## src/nnt_pkg.sv

```systemverilog
// nnt_pkg: shared constants, state encoding and control structs for the
// nearest neighbor tour builder; used by nnt_scan and tsp_nearest_neighbor_tour
package nnt_pkg;

  localparam int MAX_CITIES_DEF = 32;
  localparam int DIST_WIDTH_DEF = 16;
  localparam int RESULT_CAP     = 32;

  localparam int CITY_W = 5;   // city fields on the ports
  localparam int DIN_W  = 16;  // distance field on the input port
  localparam int CFG_W  = 6;   // city_count register
  localparam int LEN_W  = 21;  // tour length

  localparam logic [LEN_W-1:0] LEN_MAX = '1;
  localparam logic [CFG_W-1:0] MIN_CITIES = CFG_W'(2);

  // widest city index and count over the allowed parameter range
  localparam int CITY_W_MAX = 6;
  localparam int CNT_W_MAX  = 6;

  typedef enum logic [2:0] {
    ST_IDLE,
    ST_PUSH,
    ST_SCAN,
    ST_RET_RD,
    ST_RET_WAIT,
    ST_DRAIN
  } state_t;

  typedef struct packed {
    logic                  start;
    logic [CITY_W_MAX-1:0] row;
    logic [CNT_W_MAX-1:0]  count;
  } scan_req_t;

  typedef struct packed {
    logic                  done;
    logic [CITY_W_MAX-1:0] best;
  } scan_res_t;

endpackage

```

## src/nnt_scan.sv

```systemverilog
// nnt_scan: walks one matrix row through the ram read port and keeps the
// nearest unvisited city; depends on nnt_pkg
module nnt_scan #(
  parameter int MAX_CITIES = nnt_pkg::MAX_CITIES_DEF,
  parameter int DIST_WIDTH = nnt_pkg::DIST_WIDTH_DEF
) (
  input  logic                                         clk,
  input  logic                                         rst_n,
  input  nnt_pkg::scan_req_t                           req,
  input  logic [MAX_CITIES-1:0]                        visited,
  input  logic [DIST_WIDTH-1:0]                        rd_data,
  output logic                                         rd_en,
  output logic [$clog2(MAX_CITIES*MAX_CITIES)-1:0]     rd_addr,
  output nnt_pkg::scan_res_t                           res,
  output logic [DIST_WIDTH-1:0]                        best_dist
);

  localparam int N_LIM = (MAX_CITIES < nnt_pkg::RESULT_CAP) ? MAX_CITIES
                                                              : nnt_pkg::RESULT_CAP;
  localparam int NW = $clog2(N_LIM + 1);
  localparam int IW = $clog2(MAX_CITIES);
  localparam int AW = $clog2(MAX_CITIES * MAX_CITIES);

  logic          busy_r, busy_nxt;
  logic [NW-1:0] iss_r, iss_nxt;
  logic [NW-1:0] cnt_r, cnt_nxt;
  logic [IW-1:0] row_r, row_nxt;
  logic          chk_vld_r, chk_vld_nxt;
  logic [IW-1:0] chk_idx_r, chk_idx_nxt;
  logic          found_r, found_nxt;
  logic [IW-1:0] best_r, best_nxt;
  logic [DIST_WIDTH-1:0] bd_r, bd_nxt;
  logic          done_r, done_nxt;

  always_comb begin
    busy_nxt    = busy_r;
    iss_nxt     = iss_r;
    cnt_nxt     = cnt_r;
    row_nxt     = row_r;
    found_nxt   = found_r;
    best_nxt    = best_r;
    bd_nxt      = bd_r;
    chk_vld_nxt = 1'b0;
    chk_idx_nxt = chk_idx_r;
    done_nxt    = 1'b0;
    rd_en       = 1'b0;
    rd_addr     = AW'(32'(row_r) * 32'(MAX_CITIES) + 32'(iss_r));

    if (req.start) begin
      busy_nxt  = 1'b1;
      iss_nxt   = '0;
      cnt_nxt   = NW'(req.count);
      row_nxt   = IW'(req.row);
      found_nxt = 1'b0;
    end else if (busy_r) begin
      // one read per cycle, the compare lands in the next cycle
      rd_en       = 1'b1;
      chk_vld_nxt = 1'b1;
      chk_idx_nxt = IW'(iss_r);
      iss_nxt     = NW'(iss_r + NW'(1));
      if (iss_nxt == cnt_r) begin
        busy_nxt = 1'b0;
      end
    end

    if (chk_vld_r) begin
      if (!visited[chk_idx_r] && (!found_r || rd_data < bd_r)) begin
        found_nxt = 1'b1;
        best_nxt  = chk_idx_r;
        bd_nxt    = rd_data;
      end
      if (32'(chk_idx_r) == 32'(cnt_r) - 32'd1) begin
        done_nxt = 1'b1;
      end
    end
  end

  always_ff @(posedge clk) begin
    if (!rst_n) begin
      busy_r    <= 1'b0;
      chk_vld_r <= 1'b0;
      done_r    <= 1'b0;
      found_r   <= 1'b0;
    end else begin
      busy_r    <= busy_nxt;
      chk_vld_r <= chk_vld_nxt;
      done_r    <= done_nxt;
      found_r   <= found_nxt;
    end
    iss_r     <= iss_nxt;
    cnt_r     <= cnt_nxt;
    row_r     <= row_nxt;
    chk_idx_r <= chk_idx_nxt;
    best_r    <= best_nxt;
    bd_r      <= bd_nxt;
  end

  assign res.done  = done_r;
  assign res.best  = nnt_pkg::CITY_W_MAX'(best_r);
  assign best_dist = bd_r;

endmodule

```

## config.mk

```make
export PLATFORM = sky130hd
export DESIGN_NAME = nnt_scan
export DESIGN_NICKNAME = d
export VERILOG_FILES = /design/src/nnt_pkg.sv /design/src/nnt_scan.sv
export SDC_FILE = /design/constraint.sdc
export NUM_CORES = 1
export LEC_CHECK = 0
export ABC_AREA = 1
export BUFFER_PORTS_ARGS = -buffer_cell sky130_fd_sc_hd__buf_4
export CAP_MARGIN = 0
export CORE_MARGIN = 2
export CORE_UTILIZATION = 25
export CTS_CLUSTER_SIZE = 8
export DETAILED_ROUTE_END_ITERATION = 8
export HOLD_SLACK_MARGIN = 0.1
export SLEW_MARGIN = 25
export SYNTH_ARGS = -nofsm -noshare
export SYNTH_HDL_FRONTEND = slang
export SYNTH_SLANG_ARGS = --single-unit
```

## constraint.sdc

```tcl
create_clock -name clk -period 4.24 [get_ports clk]
set_input_delay 0.212 -clock clk [delete_from_list [all_inputs] [get_ports clk]]
set_output_delay 0.212 -clock clk [all_outputs]
set_load 0.05 [all_outputs]
```

==> flow_summary.toml, run 1 <==
[placement]
gp_congestion = 0.736
portBuffers = 94
place_hpwl_um = 4790
pre_cts_slack_ns = 1.55
dp_cells = 514

[outcome]
status = "finished clean"

[cts]
ctsHtreeMaxLevel = 2
clock-sinks = 47
clockBufferDepth = 2
numCtsBuffers = 5
cts_tree = "built"
cts.clk_slew.worst_paths_ns = 0.09
worstSkewPairLatency_ns = 0.30
root_buffer = "clkbuf_8"

[routing]
antenna_left = 0
via_count = 2287
drcViolationCount = 0
avgRoutedWirePerCell_um = 11.5
routed_wl_um = 6290
via_per_inst = 4.17
dr.pass1.iters = 4
dr.first_iter.drc_count = 78

[worst_setup_path]
path_class = "reg2reg"
slowest_stage = "edfxtp_1"
cp_cell_sequence = "inv_6 > nand2_1 > nand2_1 > nand2_1 > nand3_1 > nand3_1 > nand2_1 > a21oi_2 > nand3_2 > inv_1"
cp-end-kind = "flip-flop"
crit_arrival_ns = 2.56
required_ns = 4.16
max_stage_delay_ns = 0.85
crit_family = "flip-flops"
crit_top_cell = "nand2_1"
crit_fanout = 21
crit_buf_inv = 2
start_kind = "flip-flop"

[logic_synthesis]
yosys.cell_count.top_type = "nand2_1"
synth_cells = 296
synth_commonest_cells = "nand2_1, inv_1, edfxtp_1, nor2_1, nand3_1"
syn_nets = 378
yosysTopAreaCellShare_pct = 41.2
yosys-top-cells-area = "edfxtp_1, ha_1, dfxtp_1"
synth-main-ff-cell = "edfxtp_1"
yosysSeqAreaShare_pct = 48.6
yosysWarnings = 0
avgSynthCellArea_um2 = 9.11
synth_top_cell_by_area = "edfxtp_1"
ys_ff_latch = 47
synth_area_mm2 = 0.00270
synth_edf_count = 37
yosys.cell_types.count = 24
async_flop_share_pct = 0

[timing]
layout_setup_ws_ns = 1.60
slew_headroom_pct = 44.2
finalCriticalPeriod_ns = 2.64
drv_slew = 0
finalSetupTns_ns = 0
timing.fmax_mhz = 379
hold_violations = 0
rsz0062_at_grt = "no"
setup_viol = 0
hold_slack_ns = 0.192
clock-skew-final_ns = 0.0110
min_period_over_period_pct = 62.3
worst_slew_pin_slew_ns = 0.837

[global_routing]
grt_pass1_wl_um = 10400
track_usage_pct = 11.1
grt_max_degree = 22
first_global_vias = 2312
antenna_found_initial = 0
grt_overflow = 0

[power_and_ir_drop]
leakage_nw = 1.82
p_per_area_mw_per_mm2 = 290
peakVddDrop_mv = 0.149

[final_layout]
drive_gt1_share_pct = 26.9
finalNetCount = 494
antenna_cells = 0
stdcell_count = 549
syn_to_final_growth_pct = 42.5

[floorplanning]
die_area_mm2 = 0.0116
dieWidth_um = 108
coreArea_mm2 = 0.0104
row_count = 37
die_h_um = 108
io_pins = 97
start_util_pct = 25.9

[run]
cap_violations = 0

[min_path]
hold_class = "in2reg"
## cell usage in the layout (no fill, tap or decap), drive strengths merged
cell type and instances:
a21oi 14, clkinv 2, ha 19, xor2 11
o211ai 2, nor2 28, xnor2 9, conb 1
edfxtp 37, nand2 56, nor4 1, buf 94
clkbuf 5, inv 52, bufinv 1, dlygate4sd3 27
dfxtp 10, nand3 24, nor3 6, o21ai 14
## report_power, final
group / leakage (nW) / internal, mW / switching (mW)
clock network: 0.0581 / 0.176 / 0.153
logic: 1.34 / 0.112 / 0.128
registers: 0.428 / 0.520 / 0.0267
## worst register-to-register path, stage by stage (launching register included)
cell,delay (ns)
edfxtp_1,0.85
inv_6,0.15
nand2_1,0.10
nand2_1,0.05
nand2_1,0.05
nand3_1,0.09
nand3_1,0.08
nand2_1,0.07
a21oi_2,0.13
nand3_2,0.09
inv_1,0.62
## through the flow
stage	utilization [%]	area (um^2)	total power, mW
floorplan	-	2700	0.698
global placement	33.2	3460	0.775
detailed placement	33.2	3460	0.779
CTS	36.9	3840	1.14
global route	36.9	3840	1.18
finish	36.9	3840	1.11
## final cells by class
cell class	instances	area [um^2]
fillers	1061	6580
flip-flops and latches	47	1310
multi-input cells	185	1070
repair buffers	121	976
inverters	52	200
well taps	136	170
clock buffers	5	68.8
clock inverters	3	43.8
## kinds of logic after synthesis
family,synth area share (%)
xor gates and xnor gates,6.50
adders and majority gates,8.82
DFF,48.6
AOI/OAI and AO/OA,6.03
and+or+nand+nor,18.2
buffers and inverters,11.6
other,0.139
## registers in the layout, summed over array words and instances, names as in the netlist
name,count
chk_idx_r,5
iss_r,6
cnt_r,6
best_dist,16
found_r,1
done_r,1
best_r,5
chk_vld_r,1
busy_r,1
row_r,5
## path summary, 6_finish.rpt
path	startpoint	end	slack (ns)	cells past startpoint
worst max register to register	chk_idx_r[0]$_DFFE_PP_	best_dist[8]$_DFFE_PP_	1.60	10
worst min-delay path	rst_n	found_r$_SDFF_PN0_	0.19	3
worst min register to register	found_r$_SDFF_PN0_	found_r$_SDFF_PN0_	0.49	2
worst max-delay path	chk_idx_r[0]$_DFFE_PP_	best_dist[8]$_DFFE_PP_	1.60	10
## per-layer routing
layer	wire length, um	track usage (%)	vias up
li1	-	-	1179
met1	2850	13.8	1043
met2	3100	19.9	63
met3	313	2.30	2
met4	24	2.47	0
met5	0	0	-
## repair_timing
action | in CTS | in global routing
hold buffers | 27 | 0
endpoints found under the setup margin | 0 | 0
hold endpoints to repair | 27 | 0
gates resized for setup | 0 | 0
buffers inserted | 0 | 0
(Power assumes the default switching activity.)
==> run 2, diff against run 1 <==
==> constraint.sdc (replaced) <==
create_clock -name clk -period 2.2 [get_ports clk]
set_input_delay 0.11 -clock clk [delete_from_list [all_inputs] [get_ports clk]]
set_output_delay 0.11 -clock clk [all_outputs]
set_load 0.05 [all_outputs]
==> run 2 against run 1 <==
  * Clock skew increased by 0.00084 ns
  * Non-clock buffer count is 5 higher
  * Setup slack got worse by 1.4 ns
  * Cell count increased by 1.5%
  * Flip-flop and latch count unchanged
  * Largest cell class unchanged
==> flow_summary.toml, run 2 (synthesis gave the netlist of run 1 again) <==
[power_and_ir_drop]
leakage_nw = 1.83
p_per_area_mw_per_mm2 = 529
peakVddDrop_mv = 0.247

[worst_setup_path]
crit_family = "buffers and inverters"
cp-end-kind = "flip-flop"
crit_start = "rd_data[9]"
crit_fanout = 5
required_ns = 2.20
cp_cell_sequence = "dlygate4sd3_1 > buf_4 > ha_1 > a21oi_1 > o21ai_0 > a21oi_1 > nand2_2 > nand2_1 > nand3_4 > clkinvlp_4"
slowest_stage = "dlygate4sd3_1"
crit_buf_inv = 3
endpoint = "best_r[3]$_DFFE_PP_"
path_class = "in2reg"
max_stage_delay_ns = 0.54
start_kind = "input port"
rrSetupSlack_ns = 0.20
crit_arrival_ns = 2.01
worst-path-stages = 10
rr_endpoint = "best_r[3]$_DFFE_PP_"
r2r_start = "best_dist[13]$_DFFE_PP_"
crit_top_cell = "a21oi_1"
rr_worst_depth = 11

[final_layout]
syn_to_final_growth_pct = 45.1
drive_gt1_share_pct = 29.0
final_common_cell = "buf_4"
largest_reg_flops = 16
fillers = 1028
finalNetCount = 502
final_area_mm2 = 0.00391
stdcell_count = 557
antenna_cells = 0
final_cell_mix = "buf_4, nand2_1, inv_1"

[floorplanning]
row_count = 37
start_util_pct = 25.9
die_area_mm2 = 0.0116
coreArea_mm2 = 0.0104
die_h_um = 108
io_pins = 97
dieWidth_um = 108

[min_path]
min_from = "req[12]"
hold_class = "in2reg"

[cts]
cts.clk_slew.worst_paths_ns = 0.10
ctsHtreeMaxLevel = 2
root_buffer = "clkbuf_8"
numCtsBuffers = 5
cts_tree = "built"
clockBufferDepth = 2
worstSkewPairLatency_ns = 0.30
clock-sinks = 47

[placement]
gp_congestion = 0.773
place_hpwl_um = 4940
portBuffers = 94
placed_cell_area_mm2 = 0.00350
dp_cells = 518

[timing]
clock-skew-final_ns = 0.0119
finalSetupTns_ns = 0
slew_headroom_pct = 65.1
worst_slew_pin_slew_ns = 0.521
finalCriticalPeriod_ns = 2.01
rsz0062_at_grt = "no"
hold_slack_ns = 0.124
setup_viol = 0
min_period_over_period_pct = 91.4
drv_slew = 0
hold_violations = 0
timing.fmax_mhz = 497

[global_routing]
track_usage_pct = 11.3
first_global_vias = 2338
antenna_found_initial = 0
grt_overflow = 0
grt_pass1_wl_um = 10500
grt_max_degree = 22

[routing]
avgRoutedWirePerCell_um = 11.7
dr.first_iter.drc_count = 132
via_count = 2310
antenna_left = 0
drcViolationCount = 0
routed_wl_um = 6540
via_per_inst = 4.15
dr.pass1.iters = 4

[outcome]
status = "finished clean"

[run]
cap_violations = 0
-- run 2: cell types whose count changed in the layout (fill, tap and decap cells not counted), sizes merged --
cell / previous run / this run
clkinv: 2 / 1
inv: 52 / 53
clkinvlp: 0 / 4
buf: 94 / 99
bufinv: 1 / 0
-- run 2: routing by layer --
metal  part of all wire, %  track usage [%]  wire [um]
met1                    47             14.7       3070
met2                    47             19.5       3070
met3                   5.6             2.42        368
met4                  0.37             1.92         24
met5                     0                0          0
-- run 2: what timing repair did --
item	in CTS	in global routing
endpoints found under the setup margin	8	21
gates resized for setup	1	5
hold buffers	27	0
buffers inserted	0	1
pin swaps	0	0
hold endpoints to repair	27	0
cloned	0	3
-- run 2: where the power goes --
part           internal, mW  leakage [nW]  switching (mW)  total (mW)
registers              1.00         0.428          0.0430        1.05
logic                 0.224          1.36           0.260       0.484
clock network         0.230        0.0489           0.308       0.539
total                  1.46          1.83           0.612        2.07
-- run 2: per-stage QoR --
| stage | util [%] | setup slack (ns) | power (mW) |
|---|---|---|---|
| finish | 37.5 | 0.190 | 2.07 |
| global route | 37.5 | 0.0655 | 2.18 |
| CTS | 37.1 | 0.00241 | 2.09 |
| detailed placement | 33.6 | 0.0152 | 1.51 |
| global placement | 33.6 | 0.0757 | 1.50 |
| floorplan | - | 0.00609 | 1.35 |
-- run 2: area by class of cell --
cell class	instances	area [um^2]	area share (%)
repair buffers	126	1030	26.2
multi-input cells	185	1090	27.8
repair inverters	3	22.5	0.576
clock inverters	3	22.5	0.576
inverters	52	204	5.21
flip-flops and latches	47	1310	33.5
well taps	136	170	4.35
clock buffers	5	68.8	1.76
-- run 2: worst min-delay path by stage --
stage,endpoint,slack (ns),cells past startpoint
after floorplan,iss_r[0]$_SDFFE_PP0P_,0.18,1
after CTS,iss_r[0]$_SDFFE_PP0P_,0.13,2
after detailed placement,row_r[1]$_DFFE_PP_,0.29,1
final,iss_r[0]$_SDFFE_PP0P_,0.12,2
after global routing,busy_r$_SDFF_PN0_,0.13,3
after global placement,row_r[0]$_DFFE_PP_,0.29,1
